`src/hw/rtl/bdc_pkg.sv`:
```
`timescale 1ns / 1ps
// ----------------------------------------------------------------------------
// Business day counter package
// Shared request, job and result types, calendar constants and the small
// calendar lookup functions used by the front and back parts.
// ----------------------------------------------------------------------------
package bdc_pkg;

	// Request as it arrives on the input queue port.
	typedef struct packed {
		logic [4:0]  start_day;
		logic [3:0]  start_month;
		logic [13:0] start_year;
		logic [4:0]  end_day;
		logic [3:0]  end_month;
		logic [13:0] end_year;
	} bdc_request_t;

	// Result as it leaves on the output queue port.
	typedef struct packed {
		logic [14:0] business_days;
		logic        status;
	} bdc_result_t;

	// Classified job handed from the front part to the back part.
	typedef struct packed {
		logic [4:0]  start_day;
		logic [3:0]  start_month;
		logic [13:0] start_year;
		logic [4:0]  end_day;
		logic [3:0]  end_month;
		logic [13:0] end_year;
		logic [2:0]  weekday;
		logic [6:0]  year_in_century;
		logic [1:0]  century_mod4;
		logic        is_valid;
		logic        is_forward;
	} bdc_job_t;

	localparam int BDC_REQUEST_W = $bits(bdc_request_t);
	localparam int BDC_RESULT_W  = $bits(bdc_result_t);
	localparam int BDC_JOB_W     = $bits(bdc_job_t);

	localparam int BDC_QUEUE_DEPTH = 2;

	localparam logic [6:0]  BDC_MASK_RESET = 7'd96;
	localparam logic [6:0]  BDC_MASK_ALL   = 7'h7F;
	localparam logic [14:0] BDC_TALLY_MAX  = 15'd32767;
	localparam logic [13:0] BDC_YEAR_MAX   = 14'd9999;
	localparam logic [3:0]  BDC_MONTH_JAN  = 4'd1;
	localparam logic [3:0]  BDC_MONTH_FEB  = 4'd2;
	localparam logic [3:0]  BDC_MONTH_DEC  = 4'd12;
	localparam logic [2:0]  BDC_WEEK_LAST  = 3'd6;
	localparam logic [6:0]  BDC_CENTURY_LAST = 7'd99;

	// Reciprocal constants: x/100 exact for x < 43690, x/7 exact for x < 43690.
	localparam logic [12:0] BDC_DIV100_MUL   = 13'd5243;
	localparam int          BDC_DIV100_SHIFT = 19;
	localparam logic [6:0]  BDC_HUNDRED      = 7'd100;
	localparam logic [15:0] BDC_DIV7_MUL     = 16'd37450;
	localparam int          BDC_DIV7_SHIFT   = 18;
	localparam logic [2:0]  BDC_SEVEN        = 3'd7;

	// Gregorian leap rule from the year's low bits, year within century and
	// century count modulo four.
	function automatic logic bdc_is_leap(input logic [1:0] year_low,
		input logic [6:0] year_in_century, input logic [1:0] century_mod4);
		logic by_four;
		logic by_century;
		by_four    = (year_low == 2'd0) && (year_in_century != 7'd0);
		by_century = (year_in_century == 7'd0) && (century_mod4 == 2'd0);
		return by_four || by_century;
	endfunction

	// Month length; zero for a month code outside the calendar.
	function automatic logic [4:0] bdc_days_in_month(input logic [3:0] month,
		input logic leap);
		logic [4:0] len;
		unique case (month)
			4'd1, 4'd3, 4'd5, 4'd7, 4'd8, 4'd10, 4'd12: len = 5'd31;
			4'd4, 4'd6, 4'd9, 4'd11:                   len = 5'd30;
			4'd2:                                      len = leap ? 5'd29 : 5'd28;
			default:                                   len = 5'd0;
		endcase
		return len;
	endfunction

	// Month term (31*mm)/12 of the weekday formula, with January and February
	// counted as months eleven and twelve of the year before.
	function automatic logic [4:0] bdc_month_offset(input logic [3:0] month);
		logic [4:0] ofs;
		unique case (month)
			4'd1:    ofs = 5'd28;
			4'd2:    ofs = 5'd31;
			4'd3:    ofs = 5'd2;
			4'd4:    ofs = 5'd5;
			4'd5:    ofs = 5'd7;
			4'd6:    ofs = 5'd10;
			4'd7:    ofs = 5'd12;
			4'd8:    ofs = 5'd15;
			4'd9:    ofs = 5'd18;
			4'd10:   ofs = 5'd20;
			4'd11:   ofs = 5'd23;
			4'd12:   ofs = 5'd25;
			default: ofs = 5'd0;
		endcase
		return ofs;
	endfunction

endpackage

```
`src/hw/rtl/bdc_fifo.sv`:
```
`timescale 1ns / 1ps
// ----------------------------------------------------------------------------
// Business day counter queue
// Small register queue with push/full and pop/empty sides, used between the
// front and back parts and in front of the result port.
// ----------------------------------------------------------------------------
module bdc_fifo #(
	parameter int Width = 8,
	parameter int Depth = 2
) (
	input  logic             clk,
	input  logic             arst_n,
	input  logic             push,
	output logic             full,
	input  logic [Width-1:0] wdata,
	input  logic             pop,
	output logic             empty,
	output logic [Width-1:0] rdata
);

	localparam int AddrW  = (Depth > 1) ? $clog2(Depth) : 1;
	localparam int CountW = $clog2(Depth + 1);
	localparam logic [AddrW-1:0]  LastAddr = AddrW'(Depth - 1);
	localparam logic [CountW-1:0] FullCount = CountW'(Depth);

	logic [Width-1:0]  mem_q [Depth];
	logic [AddrW-1:0]  wr_ptr_q;
	logic [AddrW-1:0]  rd_ptr_q;
	logic [CountW-1:0] count_q;
	logic              do_push;
	logic              do_pop;

	assign full    = (count_q == FullCount);
	assign empty   = (count_q == '0);
	assign do_push = push && !full;
	assign do_pop  = pop && !empty;
	assign rdata   = mem_q[rd_ptr_q];

	// Storage; entries need no reset.
	always_ff @(posedge clk) begin
		if (do_push) begin
			mem_q[wr_ptr_q] <= wdata;
		end
	end

	// Pointers and fill count.
	always_ff @(posedge clk or negedge arst_n) begin
		if (!arst_n) begin
			wr_ptr_q <= '0;
			rd_ptr_q <= '0;
			count_q  <= '0;
		end else begin
			if (do_push) begin
				wr_ptr_q <= (wr_ptr_q == LastAddr) ? '0 : wr_ptr_q + 1'b1;
			end
			if (do_pop) begin
				rd_ptr_q <= (rd_ptr_q == LastAddr) ? '0 : rd_ptr_q + 1'b1;
			end
			if (do_push && !do_pop) begin
				count_q <= count_q + 1'b1;
			end else if (do_pop && !do_push) begin
				count_q <= count_q - 1'b1;
			end
		end
	end

endmodule

```
`src/hw/rtl/bdc_front.sv`:
```
`timescale 1ns / 1ps
// ----------------------------------------------------------------------------
// Business day counter front part
// Accepts a request, checks both dates, compares their order and works out
// the start weekday, then hands a classified job to the job queue.
// ----------------------------------------------------------------------------
module bdc_front
	import bdc_pkg::*;
(
	input  logic         clk,
	input  logic         arst_n,
	input  logic         push,
	output logic         full,
	input  bdc_request_t request,
	output logic         job_push,
	input  logic         job_full,
	output bdc_job_t     job
);

	typedef enum logic [3:0] {
		F_IDLE = 4'b0001,
		F_DIV  = 4'b0010,
		F_SUM  = 4'b0100,
		F_PUSH = 4'b1000
	} front_state_t;

	front_state_t state_q;
	front_state_t state_d;

	bdc_request_t req_q;
	logic [7:0]   cent_start_q;
	logic [7:0]   cent_end_q;
	logic [7:0]   cent_shift_q;
	logic [14:0]  sum_q;
	logic         valid_q;
	logic         forward_q;
	logic [6:0]   yic_start_q;

	logic         early;
	logic [13:0]  shift_year;
	logic [26:0]  prod_start;
	logic [26:0]  prod_end;
	logic [26:0]  prod_shift;
	logic [6:0]   yic_start;
	logic [6:0]   yic_end;
	logic         leap_start;
	logic         leap_end;
	logic [4:0]   dim_start;
	logic [4:0]   dim_end;
	logic         ok_start;
	logic         ok_end;
	logic [14:0]  sum_d;
	logic [30:0]  prod_seven;
	logic [12:0]  week_count;
	logic [14:0]  week_rem;

	assign full = (state_q != F_IDLE);

	// January and February belong to the previous year in the weekday formula.
	assign early      = (req_q.start_month <= BDC_MONTH_FEB);
	assign shift_year = req_q.start_year - 14'(early);

	// Century counts by reciprocal multiplication.
	assign prod_start = 27'(req_q.start_year) * 27'(BDC_DIV100_MUL);
	assign prod_end   = 27'(req_q.end_year) * 27'(BDC_DIV100_MUL);
	assign prod_shift = 27'(shift_year) * 27'(BDC_DIV100_MUL);

	// Date checks from the registered century counts.
	always_comb begin
		yic_start  = 7'(req_q.start_year - 14'(cent_start_q) * 14'(BDC_HUNDRED));
		yic_end    = 7'(req_q.end_year - 14'(cent_end_q) * 14'(BDC_HUNDRED));
		leap_start = bdc_is_leap(req_q.start_year[1:0], yic_start, cent_start_q[1:0]);
		leap_end   = bdc_is_leap(req_q.end_year[1:0], yic_end, cent_end_q[1:0]);
		dim_start  = bdc_days_in_month(req_q.start_month, leap_start);
		dim_end    = bdc_days_in_month(req_q.end_month, leap_end);
		ok_start   = (req_q.start_year != '0) && (req_q.start_year <= BDC_YEAR_MAX)
			&& (req_q.start_day != '0) && (req_q.start_day <= dim_start);
		ok_end     = (req_q.end_year != '0) && (req_q.end_year <= BDC_YEAR_MAX)
			&& (req_q.end_day != '0) && (req_q.end_day <= dim_end);
		sum_d      = 15'(req_q.start_day) + 15'(shift_year) + 15'(shift_year >> 2)
			- 15'(cent_shift_q) + 15'(cent_shift_q >> 2)
			+ 15'(bdc_month_offset(req_q.start_month));
	end

	// Weekday as the weekday sum modulo seven.
	assign prod_seven = 31'(sum_q) * 31'(BDC_DIV7_MUL);
	assign week_count = 13'(prod_seven >> BDC_DIV7_SHIFT);
	assign week_rem   = sum_q - 15'(week_count) * 15'(BDC_SEVEN);

	// Job handed to the back part.
	always_comb begin
		job.start_day       = req_q.start_day;
		job.start_month     = req_q.start_month;
		job.start_year      = req_q.start_year;
		job.end_day         = req_q.end_day;
		job.end_month       = req_q.end_month;
		job.end_year        = req_q.end_year;
		job.weekday         = week_rem[2:0];
		job.year_in_century = yic_start_q;
		job.century_mod4    = cent_start_q[1:0];
		job.is_valid        = valid_q;
		job.is_forward      = forward_q;
	end

	assign job_push = (state_q == F_PUSH);

	// Sequencer next state.
	always_comb begin
		state_d = state_q;
		unique case (state_q)
			F_IDLE: begin
				if (push) begin
					state_d = F_DIV;
				end
			end
			F_DIV:  state_d = F_SUM;
			F_SUM:  state_d = F_PUSH;
			F_PUSH: begin
				if (!job_full) begin
					state_d = F_IDLE;
				end
			end
			default: state_d = F_IDLE;
		endcase
	end

	always_ff @(posedge clk or negedge arst_n) begin
		if (!arst_n) begin
			state_q <= F_IDLE;
		end else begin
			state_q <= state_d;
		end
	end

	// Working registers of the request in flight.
	always_ff @(posedge clk) begin
		if (state_q == F_IDLE && push) begin
			req_q <= request;
		end
		if (state_q == F_DIV) begin
			cent_start_q <= 8'(prod_start >> BDC_DIV100_SHIFT);
			cent_end_q   <= 8'(prod_end >> BDC_DIV100_SHIFT);
			cent_shift_q <= 8'(prod_shift >> BDC_DIV100_SHIFT);
		end
		if (state_q == F_SUM) begin
			sum_q       <= sum_d;
			valid_q     <= ok_start && ok_end;
			forward_q   <= {req_q.start_year, req_q.start_month, req_q.start_day}
				< {req_q.end_year, req_q.end_month, req_q.end_day};
			yic_start_q <= yic_start;
		end
	end

endmodule

```
`src/hw/rtl/bdc_back.sv`:
```
`timescale 1ns / 1ps
// ----------------------------------------------------------------------------
// Business day counter back part
// Takes classified jobs, walks the calendar one day per cycle while tallying
// days whose weekday is not in the weekend mask, and posts the result.
// ----------------------------------------------------------------------------
module bdc_back
	import bdc_pkg::*;
(
	input  logic        clk,
	input  logic        arst_n,
	input  logic [6:0]  weekend_mask,
	input  logic        job_empty,
	output logic        job_pop,
	input  bdc_job_t    job,
	output logic        res_push,
	input  logic        res_full,
	output bdc_result_t res
);

	typedef enum logic [2:0] {
		B_IDLE = 3'b001,
		B_WALK = 3'b010,
		B_DONE = 3'b100
	} back_state_t;

	back_state_t state_q;

	logic [4:0]  cur_day_q;
	logic [3:0]  cur_month_q;
	logic [13:0] cur_year_q;
	logic [2:0]  weekday_q;
	logic [6:0]  yic_q;
	logic [1:0]  cent4_q;
	logic [4:0]  end_day_q;
	logic [3:0]  end_month_q;
	logic [13:0] end_year_q;
	logic [14:0] tally_q;
	logic        status_q;

	logic        at_end;
	logic        walk_done;
	logic        leap;
	logic [4:0]  month_len;

	assign job_pop  = (state_q == B_IDLE) && !job_empty;
	assign res_push = (state_q == B_DONE);
	assign res.business_days = tally_q;
	assign res.status        = status_q;

	// The walk stops at the end date, at saturation, or when no day counts.
	assign at_end    = (cur_day_q == end_day_q) && (cur_month_q == end_month_q)
		&& (cur_year_q == end_year_q);
	assign walk_done = at_end || (tally_q == BDC_TALLY_MAX) || (weekend_mask == BDC_MASK_ALL);
	assign leap      = bdc_is_leap(cur_year_q[1:0], yic_q, cent4_q);
	assign month_len = bdc_days_in_month(cur_month_q, leap);

	// Control sequence.
	always_ff @(posedge clk or negedge arst_n) begin
		if (!arst_n) begin
			state_q <= B_IDLE;
		end else begin
			unique case (state_q)
				B_IDLE: begin
					if (!job_empty) begin
						state_q <= (job.is_valid && job.is_forward) ? B_WALK : B_DONE;
					end
				end
				B_WALK: begin
					if (walk_done) begin
						state_q <= B_DONE;
					end
				end
				B_DONE: begin
					if (!res_full) begin
						state_q <= B_IDLE;
					end
				end
				default: state_q <= B_IDLE;
			endcase
		end
	end

	// Walk registers: current date, weekday, leap tracking and tally.
	always_ff @(posedge clk) begin
		if (job_pop) begin
			cur_day_q   <= job.start_day;
			cur_month_q <= job.start_month;
			cur_year_q  <= job.start_year;
			weekday_q   <= job.weekday;
			yic_q       <= job.year_in_century;
			cent4_q     <= job.century_mod4;
			end_day_q   <= job.end_day;
			end_month_q <= job.end_month;
			end_year_q  <= job.end_year;
			tally_q     <= '0;
			status_q    <= !job.is_valid;
		end else if (state_q == B_WALK && !walk_done) begin
			if (!weekend_mask[weekday_q]) begin
				tally_q <= tally_q + 1'b1;
			end
			weekday_q <= (weekday_q == BDC_WEEK_LAST) ? 3'd0 : weekday_q + 1'b1;
			if (cur_day_q == month_len) begin
				cur_day_q <= 5'd1;
				if (cur_month_q == BDC_MONTH_DEC) begin
					cur_month_q <= BDC_MONTH_JAN;
					cur_year_q  <= cur_year_q + 1'b1;
					if (yic_q == BDC_CENTURY_LAST) begin
						yic_q   <= '0;
						cent4_q <= cent4_q + 1'b1;
					end else begin
						yic_q <= yic_q + 1'b1;
					end
				end else begin
					cur_month_q <= cur_month_q + 1'b1;
				end
			end else begin
				cur_day_q <= cur_day_q + 1'b1;
			end
		end
	end

	// A walk only runs on a valid job.
	assert property (@(posedge clk) disable iff (!arst_n)
		(state_q == B_WALK) |-> !status_q)
		else $error("walk running on an invalid job");

	// An invalid job goes straight to the result with status set.
	assert property (@(posedge clk) disable iff (!arst_n)
		(job_pop && !job.is_valid) |=> (state_q == B_DONE) && status_q)
		else $error("invalid job did not report status");

	// The walk never passes the end date.
	assert property (@(posedge clk) disable iff (!arst_n)
		(state_q == B_WALK) |-> ({cur_year_q, cur_month_q, cur_day_q}
			<= {end_year_q, end_month_q, end_day_q}))
		else $error("walk passed the end date");

	// An error result always carries a zero count.
	assert property (@(posedge clk) disable iff (!arst_n)
		(res_push && res.status) |-> (res.business_days == '0))
		else $error("error result with nonzero count");

endmodule

```
`src/hw/rtl/business_day_counter_top.sv`:
```
`timescale 1ns / 1ps
// ----------------------------------------------------------------------------
// Business day counter
// Counts the days from a start date up to but not including an end date whose
// weekday is not marked in the weekend mask.
//
// Input side: a queue port. A request (start and end date) is taken at a
// clock edge with push high and full low. Result side: a queue port. The
// oldest result sits on the result port while empty is low and leaves at an
// edge with pop high. cfg_we writes cfg_wdata to the weekend mask.
// The front part checks the dates and finds the start weekday in its divide
// and sum states, then queues the job. The back part walks the calendar one
// day per cycle; the walk ends early once the count saturates at 32767 or
// when every weekday is masked. An invalid date, an empty range or a reversed
// range skips the walk. The front accepts a new request while the back walks.
// A stalled result side fills the result queue, then the job queue, and then
// raises full. Reset empties both queues and sets the mask to Friday and
// Saturday.
// ----------------------------------------------------------------------------
module business_day_counter_top
	import bdc_pkg::*;
#(
	parameter int QueueDepth = BDC_QUEUE_DEPTH
) (
	input  logic         clk,
	input  logic         arst_n,
	input  logic         push,
	output logic         full,
	input  bdc_request_t request,
	output logic         empty,
	input  logic         pop,
	output bdc_result_t  result,
	input  logic         cfg_we,
	input  logic [6:0]   cfg_wdata
);

	logic        weekend_mask_q;
	logic [6:0]  mask_q;
	logic        job_push;
	logic        job_full;
	bdc_job_t    job_in;
	logic        job_pop;
	logic        job_empty;
	logic [BDC_JOB_W-1:0] job_bits;
	bdc_job_t    job_out;
	logic        res_push;
	logic        res_full;
	bdc_result_t res_in;
	logic [BDC_RESULT_W-1:0] res_bits;

	// Weekend mask register.
	always_ff @(posedge clk or negedge arst_n) begin
		if (!arst_n) begin
			mask_q         <= BDC_MASK_RESET;
			weekend_mask_q <= 1'b0;
		end else if (cfg_we) begin
			mask_q         <= cfg_wdata;
			weekend_mask_q <= 1'b1;
		end
	end

	// Front part: checks and classifies requests.
	bdc_front u_front (
		.clk      (clk),
		.arst_n   (arst_n),
		.push     (push),
		.full     (full),
		.request  (request),
		.job_push (job_push),
		.job_full (job_full),
		.job      (job_in)
	);

	// Job queue between the two parts.
	bdc_fifo #(
		.Width (BDC_JOB_W),
		.Depth (QueueDepth)
	) u_job_fifo (
		.clk    (clk),
		.arst_n (arst_n),
		.push   (job_push),
		.full   (job_full),
		.wdata  (job_in),
		.pop    (job_pop),
		.empty  (job_empty),
		.rdata  (job_bits)
	);

	assign job_out = bdc_job_t'(job_bits);

	// Back part: walks the range and counts.
	bdc_back u_back (
		.clk          (clk),
		.arst_n       (arst_n),
		.weekend_mask (mask_q),
		.job_empty    (job_empty),
		.job_pop      (job_pop),
		.job          (job_out),
		.res_push     (res_push),
		.res_full     (res_full),
		.res          (res_in)
	);

	// Result queue in front of the output port.
	bdc_fifo #(
		.Width (BDC_RESULT_W),
		.Depth (QueueDepth)
	) u_res_fifo (
		.clk    (clk),
		.arst_n (arst_n),
		.push   (res_push),
		.full   (res_full),
		.wdata  (res_in),
		.pop    (pop),
		.empty  (empty),
		.rdata  (res_bits)
	);

	assign result = bdc_result_t'(res_bits);

	// The mask must still read its reset value until the first write.
	assert property (@(posedge clk) disable iff (!arst_n)
		!weekend_mask_q |-> (mask_q == BDC_MASK_RESET))
		else $error("weekend mask changed without a write");

endmodule

```
`config.mk`:
```
export PLATFORM = sky130hd
export DESIGN_NAME = business_day_counter_top
export DESIGN_NICKNAME = d
export VERILOG_FILES = /design/src/hw/rtl/bdc_pkg.sv /design/src/hw/rtl/bdc_fifo.sv /design/src/hw/rtl/bdc_front.sv /design/src/hw/rtl/bdc_back.sv /design/src/hw/rtl/business_day_counter_top.sv
export SDC_FILE = /design/constraint.sdc
export NUM_CORES = 1
export LEC_CHECK = 0
export ABC_CLOCK_PERIOD_IN_PS = 7000
export BUFFER_PORTS_ARGS = -buffer_cell sky130_fd_sc_hd__buf_2
export CAP_MARGIN = 0
export CORE_UTILIZATION = 55
export CTS_CLUSTER_DIAMETER = 200
export DETAILED_ROUTE_END_ITERATION = 8
export PLACE_DENSITY = 0.74
export SLEW_MARGIN = 20
export SYNTH_ARGS = -nofsm -noshare
export SYNTH_HDL_FRONTEND = slang
export SYNTH_SLANG_ARGS = --single-unit
```
`constraint.sdc`:
```
create_clock -name clk -period 7 [get_ports clk]
set_clock_uncertainty 0.05 [all_clocks]
set_input_delay 1.4 -clock clk [delete_from_list [all_inputs] [get_ports clk]]
set_output_delay 1.4 -clock clk [all_outputs]
set_load 0.01 [all_outputs]
```
After elaboration in Yosys (flattened, before gate mapping)
Memory sizes are Yosys's and may differ from the RTL's. A register that Yosys moved wholly into a read port is not among the register bits. Index checks and enable logic that the tools add are counted.

Bits in registers: 190. RAM bits: 152. Memory bits (read-only): 80. Input bits: 58. Output and inout port bits: 18. Logic and storage cells: 265. Memories kept: 3.

Add/subtract/negate cells: 24. Multipliers: 7. Order comparisons: 7. Equal/unequal tests: 59. Muxes and demuxes: 53. Bitwise logic cells: 1. Reductions and logical operators: 78.

Memory list: u_job_fifo.mem_q (words 2, bits a word 60, read ports 1, clocked after Yosys merged registers in 0, wr ports 1, RTL line bdc_fifo.sv:26) `logic [Width-1:0] mem_q [Depth];`; (name not given) (words 16, bits a word 5, read ports 1, clocked after Yosys merged registers in 1, wr ports 0, RTL line bdc_pkg.sv:92) `unique case (month)`; u_res_fifo.mem_q (words 2, bits a word 16, read ports 1, clocked after Yosys merged registers in 0, wr ports 1, RTL line bdc_fifo.sv:26).

Operators by type and width (number): multiplier 14 x 13 -> 27 bit, second input constant (3); == test 4 bit, second input constant (16); two-way mux 14 bit (4); == test 4 x 3 -> 1 bit, second input constant (13); one-hot mux 5 bit (3 select lines) (3); two-way mux 7 bit (5); multiplier 15 x 15 -> 30 bit, second input constant (1); == test 4 x 2 -> 1 bit, second input constant (7); less-or-equal comparator 14 bit, second input constant (2); two-way mux 4 bit (7); nonzero test 14 bit (2); logical AND 1 bit (27); < comparator 23 bit (1); logical NOT 7 bit (3); two-way mux 3 bit (7); nonzero test 7 bit (3); OR reduction 7 bit (3); two-way mux 2 bit (9); == test 4 x 1 -> 1 bit, second input constant (4); logical NOT 2 bit (8); multiplier 8 x 5 -> 5 bit, second input constant (2); one-hot mux 4 bit (4 select lines) (1); adder 15 x 1 -> 15 bit, second input constant (1); adder 15 x 12 -> 15 bit (1); 44 further kinds (96).

Longest topological paths before layout
Gate-level depths: netlist of run 1.

Depth in word-level cells: 10. Mapped depth: 29. Gate-level depth less buffers: 29.

Cells and area by module
A second synthesis of run 1 with hierarchy kept.

Cells, all modules: 2401. Area, all modules: 28828.9 um2.

By module, submodules not included: bdc_front (times used 1, cells each 1707, area each 18057.3 um2, seq. area each 2844.0 um2); bdc_fifo at u_job_fifo (times used 1, cells each 206, area each 4828.4 um2, seq. area each 3703.6 um2); bdc_back (times used 1, cells each 404, area each 4246.6 um2, seq. area each 2148.3 um2); bdc_fifo at u_res_fifo (times used 1, cells each 69, area each 1402.6 um2, seq. area each 1061.0 um2); business_day_counter_top (times used 1, cells each 15, area each 294.0 um2, seq. area each 177.7 um2).

Worst setup path before layout of run 1
OpenSTA, ideal clock, no wires.

Kind: register -> register. From: register u_front.req_q, in the netlist u_front.job[53]. To: register u_front.cent_shift_q[7] (data pin). Library setup time: 0.255 ns. Arrival time: 7.022 ns. Required time: 6.695 ns. Slack: -0.327 ns. Cell stages (with the launch flop): 28. Path buffers: 0. Clock period less this slack: 7.327 ns. Cell sequence: edfxtp_1 or2_2 a21oi_1 ha_1 ha_1 o21ai_0 nand2_1 nand2_1 a21boi_0 nand3_1 xnor2_1 inv_1 ha_1 fa_1 fa_1 fa_1 inv_1 fa_1 inv_1 ha_1 and3_1 a221o_1 a22oi_2 nand3_2 o31ai_4 o21ai_2 or4_1 and3_1.

Longest elaborated chain between the ends: 3.

RTL lines: start, declared (RTL line bdc_front.sv:30) `bdc_request_t req_q;`; start signal, assigned (RTL line bdc_front.sv:138) `req_q <= request;`; less-or-equal comparator 4 x 2 -> 1 bit (RTL line bdc_front.sv:60) `assign early = (req_q.start_month <= BDC_MONTH_FEB);`; subtractor 14 x 1 -> 14 bit (RTL line bdc_front.sv:61) `assign shift_year = req_q.start_year - 14'(early);`; multiplier 14 x 13 -> 27 bit (RTL line bdc_front.sv:66) `assign prod_shift = 27'(shift_year) * 27'(BDC_DIV100_MUL);`; via u_front.prod_shift[26] (RTL line bdc_front.sv:43) `logic [26:0] prod_shift;`; end signal, assigned (RTL line bdc_front.sv:143) `cent_shift_q <= 8'(prod_shift >> BDC_DIV100_SHIFT);`; end, declared (RTL line bdc_front.sv:33) `logic [7:0] cent_shift_q;`.

The timed path passes the listed nets, and every way through them passes these cells. A chain may end at the register's enable or synchronous reset.

Worst setup path in the final report of run 1
From: register u_front.req_q, in the netlist u_front.job[54]. To: register u_front.cent_shift_q[7] (data pin).

Same word-level chain as after synthesis.

==> flow_summary.ini, run 1 <==
[outcome]
status = finished, final reports clean

[clock_tree]
cts_tree = yes
ctsLongestPathBuffers = 3
clock_latency_ps = 570
numCtsBuffers = 37
clk_pin_slew_ps = 60
h-tree-depth = 2
root_buffer = clkbuf_16
cts.sinks = 341

[sta]
finalCriticalPeriod_ps = 6789
finalSetupViolations = 0
fmax_ghz = 0.1473
max_slew_margin_pct = 34.09
rsz0062_at_grt = yes
slew_violations = 0
worstMarginPinSlew_ps = 988.6
tns_ps = 0
period_share_pct = 96.98
hold_viol = 0
holdWs_ps = 398.2

[synth]
synth-simple-area-share_pct = 5.040
synth_fa_ha_area_share_pct = 38.59
synth_edf_count = 299
synth_top_cell_by_area = edfxtp_1
synthDominantCellAreaShare_pct = 32.29
seq_area_frac_synth_pct = 35.73
ys_top_cells_by_area = edfxtp_1 32%, ha_1 21%, fa_1 17%, inv_1 6.8%, xnor2_1 3.2%
synth.mux.area_fraction_pct = 3.659
synth_top_family_by_area = adder cells
yosys_warnings = 0
synth-xor-area-share_pct = 4.347
syn_area_per_cell_um2 = 11.95
ys.flop_type = edfxtp_1
syn-num-nets = 3098
synth_compound_area_share_pct = 5.513
async_flop_share_pct = 6.452
syn-cell-area_um2 = 27800
syn_inst = 2327
synth_cell_types = 70
ys_seq_elements = 341

[global_routing]
grt_pass1_wl_um = 94440
grtUsageMet2_pct = 39.54
grt_max_degree = 70
use_met1_pct = 32.23
grt.total_usage_pct = 23.99
grt_busiest_layer = met2
grt_pass1_vias = 18120
antenna_found_initial = 0
overflow = 0
grtUsageMet3_pct = 4.082

[detailed_routing]
wl_um = 58990
drc = 0
dr.pass1.iters = 5
post_drt_wl_per_cell_um = 18.45
drt_iter0_drc = 994
ant_nets = 0
via_count = 17260
vias_per_cell = 5.396

[placement]
place.gp.congestion = 0.9020
io_buffer_count = 75
place_area_um2 = 29440
detailed_place_hpwl_um = 46250

[floorplanning]
die_area_um2 = 51450
ioPinCount = 76
die_x_um = 226.8
coreArea_um2 = 49970
start_util_pct = 55.64
rows = 82
die_height_um = 226.8

[layout]
final_common_cell = inv_1
diodes = 0
drive_gt1_share_pct = 13.70
fillers = 3800
final_cell_mix = 481 x inv_1, 455 x ha_1, 299 x edfxtp_1
nets = 3268
design_area_um2 = 31210
fin_util_pct = 62.46
syn_to_final_growth_pct = 12.25

[critical_path]
critPathMaxStageDelay_ps = 540
crit_path_end_kind = flip-flop
crit_path_top_delay_cell = fa_1
crit_fanout = 4
cp.required_ps = 7250
crit_type = reg -> reg
critPathArrivalTime_ps = 7040
cp_top_family = adder cells
cp_num_buf_inv = 9
rrSetupSlack_ps = 210
worstSetupStartpointType = flip-flop

[worst_hold_path]
worstHoldPathType = reg -> reg

[run]
maxCapViolCount = 0
==> synth_stat cells (all sizes together), types with 7 or more instances <==
| cell | n |
|---|---|
| mux2i | 42 |
| a21o | 19 |
| dfrtp | 18 |
| a211oi | 8 |
| mux2 | 49 |
| nor2 | 83 |
| ha | 472 |
| o21a | 15 |
| nand4 | 16 |
| nor3 | 15 |
| and3 | 14 |
| o211ai | 7 |
| inv | 501 |
| nand2 | 43 |
| xor2 | 37 |
| edfxtp | 299 |
| nand2b | 9 |
| o31ai | 7 |
| nand3 | 50 |
| a21oi | 64 |
| dfxtp | 20 |
| nor2b | 22 |
| xnor2 | 101 |
| fa | 241 |
| a31oi | 13 |
| o22ai | 13 |
| clkbuf | 19 |
| o21ai | 49 |
==> layer usage <==
| layer | vias to the layer above | share of wire, % |
|---|---|---|
| met5 | - | 0 |
| li1 | 8167 | - |
| met2 | 440 | 47 |
| met3 | 109 | 5.4 |
| met1 | 8541 | 44 |
| met4 | 0 | 3.0 |
==> final timing paths <==
kind | cells after the start | endpoint | startpoint
max in group asynchronous | 1 | u_job_fifo.rd_ptr_q$_DFFE_PN0P_ | arst_n
min in group asynchronous | 1 | u_back.state_q[1]$_DFFE_PN0P_ | arst_n
hold reg to reg | 0 | u_job_fifo.mem_q[1][0]$_DFFE_PP_ | u_front.forward_q$_DFFE_PN_
setup / recovery | 30 | u_front.cent_shift_q[7]$_DFFE_PP_ | u_front.job[54]$_DFFE_PP_
hold / removal | 0 | u_job_fifo.mem_q[1][0]$_DFFE_PP_ | u_front.forward_q$_DFFE_PN_
setup reg to reg | 30 | u_front.cent_shift_q[7]$_DFFE_PP_ | u_front.job[54]$_DFFE_PP_
==> per-stage QoR <==
step | setup WS [ps] | std cells
floorplan | 0.5516 | 2327
global placement | 42.06 | 3109
detailed placement | -206.8 | 3109
CTS | 7.627 | 3180
global route | -52.69 | 3198
finish | 211.4 | 3198
==> what timing repair did <==
action	CTS	global route
hold buffers	0	0
pin swaps	10	53
setup endpoints to repair	3	6
gates resized for setup	15	55
setup buffers	3	18
==> cell families (layout without fill, tap and decap cells) <==
kind of cell,count (synthesis),after routing
adder cells (fa/ha/maj),713,713
multiplexers,93,93
AO/OA/AOI/OAI,234,234
XOR/XNOR,138,138
flip-flops,341,341
AND/OR/NAND/NOR,282,282
buffers and inverters,526,725
==> registers in the layout, summed over array words and instances, names as in the netlist, 4 cells and up, named ones only <==
register	flops
u_job_fifo.mem_q	120
u_front.job	46
u_res_fifo.mem_q	32
u_back.tally_q	15
u_front.sum_q	15
u_back.cur_year_q	14
u_back.end_year_q	14
u_front.cent_shift_q	8
mask_q	7
u_back.yic_q	7
u_front.yic_start_q	7
u_back.cur_day_q	5
u_back.end_day_q	5
u_front.cent_end_q	5
u_front.cent_start_q	5
u_back.cur_month_q	4
u_back.end_month_q	4
u_front.state_q	4
==> final cells by class <==
class	count	area, µm²	area share (%)
Inverter	501	1881	6.026
Multi-Input combinational cell	1460	16250	52.07
Timing Repair Buffer	156	1011	3.240
Tap cell	672	840.8	2.694
Sequential cell	341	9936	31.84
Clock buffer	44	983.4	3.151
Clock inverter	24	306.5	0.9823
Power of run 1 is left out: the tool's default activity adds up to more than one toggle a clock period on the data nets, which glitch-free logic cannot reach.
==> inputs of run 2 (changes only) <==
--- a/config.mk
+++ b/config.mk
@@ -8,6 +8,7 @@
 export ABC_CLOCK_PERIOD_IN_PS = 7000
 export BUFFER_PORTS_ARGS = -buffer_cell sky130_fd_sc_hd__buf_2
 export CAP_MARGIN = 0
+export CORE_MARGIN = 4
 export CORE_UTILIZATION = 55
 export CTS_CLUSTER_DIAMETER = 200
 export DETAILED_ROUTE_END_ITERATION = 8
==> flow_summary.ini, run 2 (synthesis results as in run 1) <==
[sta]
worstMarginPinSlew_ps = 1024
hold_viol = 0
period_share_pct = 96.74
finalSetupViolations = 0
max_slew_margin_pct = 31.76
slew_violations = 0
fmax_ghz = 0.1477
finalCriticalPeriod_ps = 6772

[global_routing]
use_met1_pct = 31.44
grt_pass1_wl_um = 96400
grtUsageMet2_pct = 37.75
grt.total_usage_pct = 22.71
antenna_found_initial = 0
grt_pass1_vias = 18310
grt_busiest_layer = met2
grt_max_degree = 81
grtUsageMet3_pct = 3.550
overflow = 0

[critical_path]
crit_path_top_delay_cell = fa_1
cp.required_ps = 7260
critPathMaxStageDelay_ps = 540
crit_path_end_kind = flip-flop
critPathArrivalTime_ps = 7030
crit_type = reg -> reg
crit_fanout = 4
worstSetupStartpointType = flip-flop

[clock_tree]
clk_pin_slew_ps = 80
root_buffer = clkbuf_16
cts_tree = yes
cts.sinks = 341
ctsLongestPathBuffers = 3
clock_latency_ps = 570
h-tree-depth = 2
numCtsBuffers = 37

[placement]
io_buffer_count = 75
place.gp.congestion = 0.9433
detailed_place_hpwl_um = 46880

[layout]
syn_to_final_growth_pct = 11.35
final_common_cell = inv_1
fin_util_pct = 61.83
drive_gt1_share_pct = 11.94
largest_register = u_job_fifo.mem_q
diodes = 0
nets = 3255
largest_register_ffs = 120
final_cell_mix = 493 x inv_1, 463 x ha_1, 299 x edfxtp_1
fillers = 3889

[detailed_routing]
via_count = 17280
drc = 0
dr.pass1.iters = 5
vias_per_cell = 5.426
ant_nets = 0
wl_um = 59570
drt_iter0_drc = 998
post_drt_wl_per_cell_um = 18.71

[floorplanning]
die_area_um2 = 54210
die_x_um = 232.8
start_util_pct = 55.53
rows = 82
die_height_um = 232.8
ioPinCount = 76
coreArea_um2 = 50070

[outcome]
status = finished, final reports clean

[run]
maxCapViolCount = 0

[worst_hold_path]
worstHoldPathType = reg -> reg
run 2: cell types whose count changed in the layout (fill, tap and decap cells not counted), moves of 4 or more:
cell,before,now
buf_6,4,0
buf_4,76,68
ha_1,455,463
ha_4,14,9
inv_2,20,8
inv_1,481,493
run 2: cell type report:
cell class	count	area (µm²)	share of cell area, %
Multi-Input combinational cell	1460	16120	52.08
Sequential cell	341	9936	32.09
Inverter	501	1881	6.074
Clock buffer	48	1008	3.258
Timing Repair Buffer	143	885.9	2.861
Tap cell	672	840.8	2.716
Clock inverter	19	285.3	0.9215
run 2: final timing paths:
path	start	end	slack (ps)	depth (start not counted)
hold reg to reg	u_front.yic_start_q[2]$_DFFE_PN_	u_job_fifo.mem_q[1][6]$_DFFE_PP_	390	0
setup reg to reg	u_front.job[53]$_DFFE_PP_	u_front.cent_shift_q[7]$_DFFE_PP_	230	28
setup / recovery	u_front.job[53]$_DFFE_PP_	u_front.cent_shift_q[7]$_DFFE_PP_	230	28
min in group asynchronous	arst_n	mask_q[4]$_DFFE_PN0P_	770	1
hold / removal	u_front.yic_start_q[2]$_DFFE_PN_	u_job_fifo.mem_q[1][6]$_DFFE_PP_	390	0
max in group asynchronous	arst_n	u_job_fifo.rd_ptr_q$_DFFE_PN0P_	5760	1
run 2: timing repair:
action | in CTS | in global routing
resized for setup | 8 | 24
hold endpoints to repair | 0 | 0
pin swaps | 8 | 24
endpoints found under the setup margin | 2 | 4
setup buffers | 3 | 5
hold buffers | 0 | 0
run 2: routing by layer:
| layer | vias up | wire (µm) |
|---|---|---|
| met1 | 8587 | 26510 |
| li1 | 8165 | - |
| met4 | 0 | 1597 |
| met5 | - | 0 |
| met3 | 119 | 3275 |
| met2 | 406 | 28190 |
run 2: through the flow:
| step | setup slack, ps | TNS [ps] | hold slack [ps] | cells | instance area [µm²] |
|---|---|---|---|---|---|
| 2_1_floorplan | 0.5516 | 0 | 371.5 | 2327 | 27840 |
| 3_3_place_gp | -33.92 | -33.92 | 373.5 | 3109 | 29430 |
| 3_5_place_dp | -169.6 | -169.6 | 382.2 | 3109 | 29430 |
| 4_1_cts | 9.490 | 0 | 395.7 | 3179 | 30770 |
| 5_1_grt | -1.236 | -1.236 | 413.3 | 3184 | 30960 |
| 6_report | 228.5 | 0 | 391.0 | 3184 | 30960 |
run 2: worst max-delay path, delay by kind of cell, from the launching register on:
kind,cells,cell delay (ps)
XOR/XNOR,1,200
AO/OA/AOI/OAI,7,1290
flip-flops,1,410
AND/OR/NAND/NOR,6,1240
buffers and inverters,7,550
adder cells (fa/ha/maj),7,2760
Power of run 2 is left out for the same reason.
==> inputs of run 3 (changes only) <==
--- a/config.mk
+++ b/config.mk
@@ -10,9 +10,11 @@
 export CAP_MARGIN = 0
 export CORE_MARGIN = 4
 export CORE_UTILIZATION = 55
+export CTS_BUF_LIST = sky130_fd_sc_hd__clkbuf_4
 export CTS_CLUSTER_DIAMETER = 200
 export DETAILED_ROUTE_END_ITERATION = 8
 export PLACE_DENSITY = 0.74
+export SKIP_CTS_REPAIR_TIMING = 1
 export SLEW_MARGIN = 20
 export SYNTH_ARGS = -nofsm -noshare
 export SYNTH_HDL_FRONTEND = slang
==> flow_summary.ini, run 3 (synthesis results as in run 1) <==
[critical_path]
cp.required_ps = 7480
worstSetupStartpointType = flip-flop
crit_path_top_delay_cell = fa_1
crit_fanout = 3
critPathArrivalTime_ps = 7290
crit_path_end_kind = flip-flop
critPathMaxStageDelay_ps = 540
crit_type = reg -> reg

[floorplanning]
die_area_um2 = 54210
die_height_um = 232.8
start_util_pct = 55.53
die_x_um = 232.8
rows = 82
ioPinCount = 76
coreArea_um2 = 50070

[layout]
final_common_cell = inv_1
largest_register_ffs = 120
largest_register = u_job_fifo.mem_q
fillers = 3956
drive_gt1_share_pct = 14.83
final_cell_mix = 492 x inv_1, 463 x ha_1, 299 x edfxtp_1
nets = 3307
syn_to_final_growth_pct = 10.80

[clock_tree]
ctsLongestPathBuffers = 3
cts_tree = yes
clk_pin_slew_ps = 60
root_buffer = clkbuf_4
cts.sinks = 341
clock_latency_ps = 810
h-tree-depth = 3
numCtsBuffers = 89

[worst_hold_path]
worstHoldPathType = reg -> reg

[placement]
detailed_place_hpwl_um = 46880
io_buffer_count = 75
place.gp.congestion = 0.9433
dp_slack_ps = -169.6

[global_routing]
grt_pass1_wl_um = 96340
antenna_found_initial = 3
grt.total_usage_pct = 22.75
grt_max_degree = 81
grt_pass1_vias = 18580
overflow = 0

[sta]
hold_viol = 0
holdWs_ps = 368.3
fmax_ghz = 0.1468
finalCriticalPeriod_ps = 6813
period_share_pct = 97.33
finalSetupViolations = 0
max_slew_margin_pct = 32.68
slew_violations = 0
worstMarginPinSlew_ps = 1010
worst_slack_ps = 186.9

[detailed_routing]
drt_iter0_drc = 964
wl_um = 59420
ant_nets = 0
via_count = 17460
drc = 0
post_drt_wl_per_cell_um = 18.17
dr.pass1.iters = 5
vias_per_cell = 5.338

[run]
maxCapViolCount = 0

[outcome]
status = finished, final reports clean
-- run 3: changes by cell type in the layout (fill, tap and decap cells not counted), moves of 3 or more --
cell,before,now
clkbuf_1,8,0
clkinv_2,2,5
clkbuf_16,38,0
diode_2,0,3
bufinv_16,6,2
clkinv_1,4,12
clkbuf_4,0,129
-- run 3: final timing paths --
check / start / to / slack, ps / depth (start not counted)
max: u_front.job[53]$_DFFE_PP_ / u_front.cent_shift_q[7]$_DFFE_PP_ / 190 / 29
min: u_front.yic_start_q[5]$_DFFE_PN_ / u_job_fifo.mem_q[1][9]$_DFFE_PP_ / 370 / 0
max reg2reg: u_front.job[53]$_DFFE_PP_ / u_front.cent_shift_q[7]$_DFFE_PP_ / 190 / 29
min reg2reg: u_front.yic_start_q[5]$_DFFE_PN_ / u_job_fifo.mem_q[1][9]$_DFFE_PP_ / 370 / 0
max in group asynchronous: arst_n / u_job_fifo.rd_ptr_q$_DFFE_PN0P_ / 5980 / 1
min in group asynchronous: arst_n / u_res_fifo.wr_ptr_q$_DFFE_PN0P_ / 530 / 1
-- run 3: layout make-up --
type                       count  area, µm²  area share (%)
clock buffer                 129      968.4           3.144
multi-input combinational   1460      16120           52.34
timing repair buffer         143      893.4           2.900
tap                          672      840.8           2.729
antenna                        3      7.507         0.02437
clock inverter                22      156.4          0.5077
sequential                   341       9936           32.25
inverter                     501       1881           6.105
-- run 3: worst max-delay path, delay by kind of cell (launching register included) --
kind / cells / cell delay, ps
compound gates: 7 / 1300
buf+inv: 6 / 440
simple gates: 7 / 1390
fa+ha+maj: 8 / 2880
xor+xnor: 1 / 130
flops: 1 / 410
-- run 3: metal layers --
metal	track usage (%)	share of wire, %	up-vias
li1	-	-	8311
met2	37.47	48	451
met5	0	0.022	-
met1	30.98	44	8589
met3	4.469	6.1	108
met4	6.276	2.4	2
-- run 3: per-stage QoR --
stage	std cells	TNS [ps]	utilization [%]	cell area (µm²)
2_1_floorplan	2327	0	-	27840
3_3_place_gp	3109	-33.92	58.78	29430
3_5_place_dp	3109	-169.6	58.78	29430
4_1_cts	3260	-158.6	61.02	30550
5_1_grt	3271	-29.79	61.53	30800
6_report	3271	0	61.53	30800
Power of run 3 is left out for the same reason.
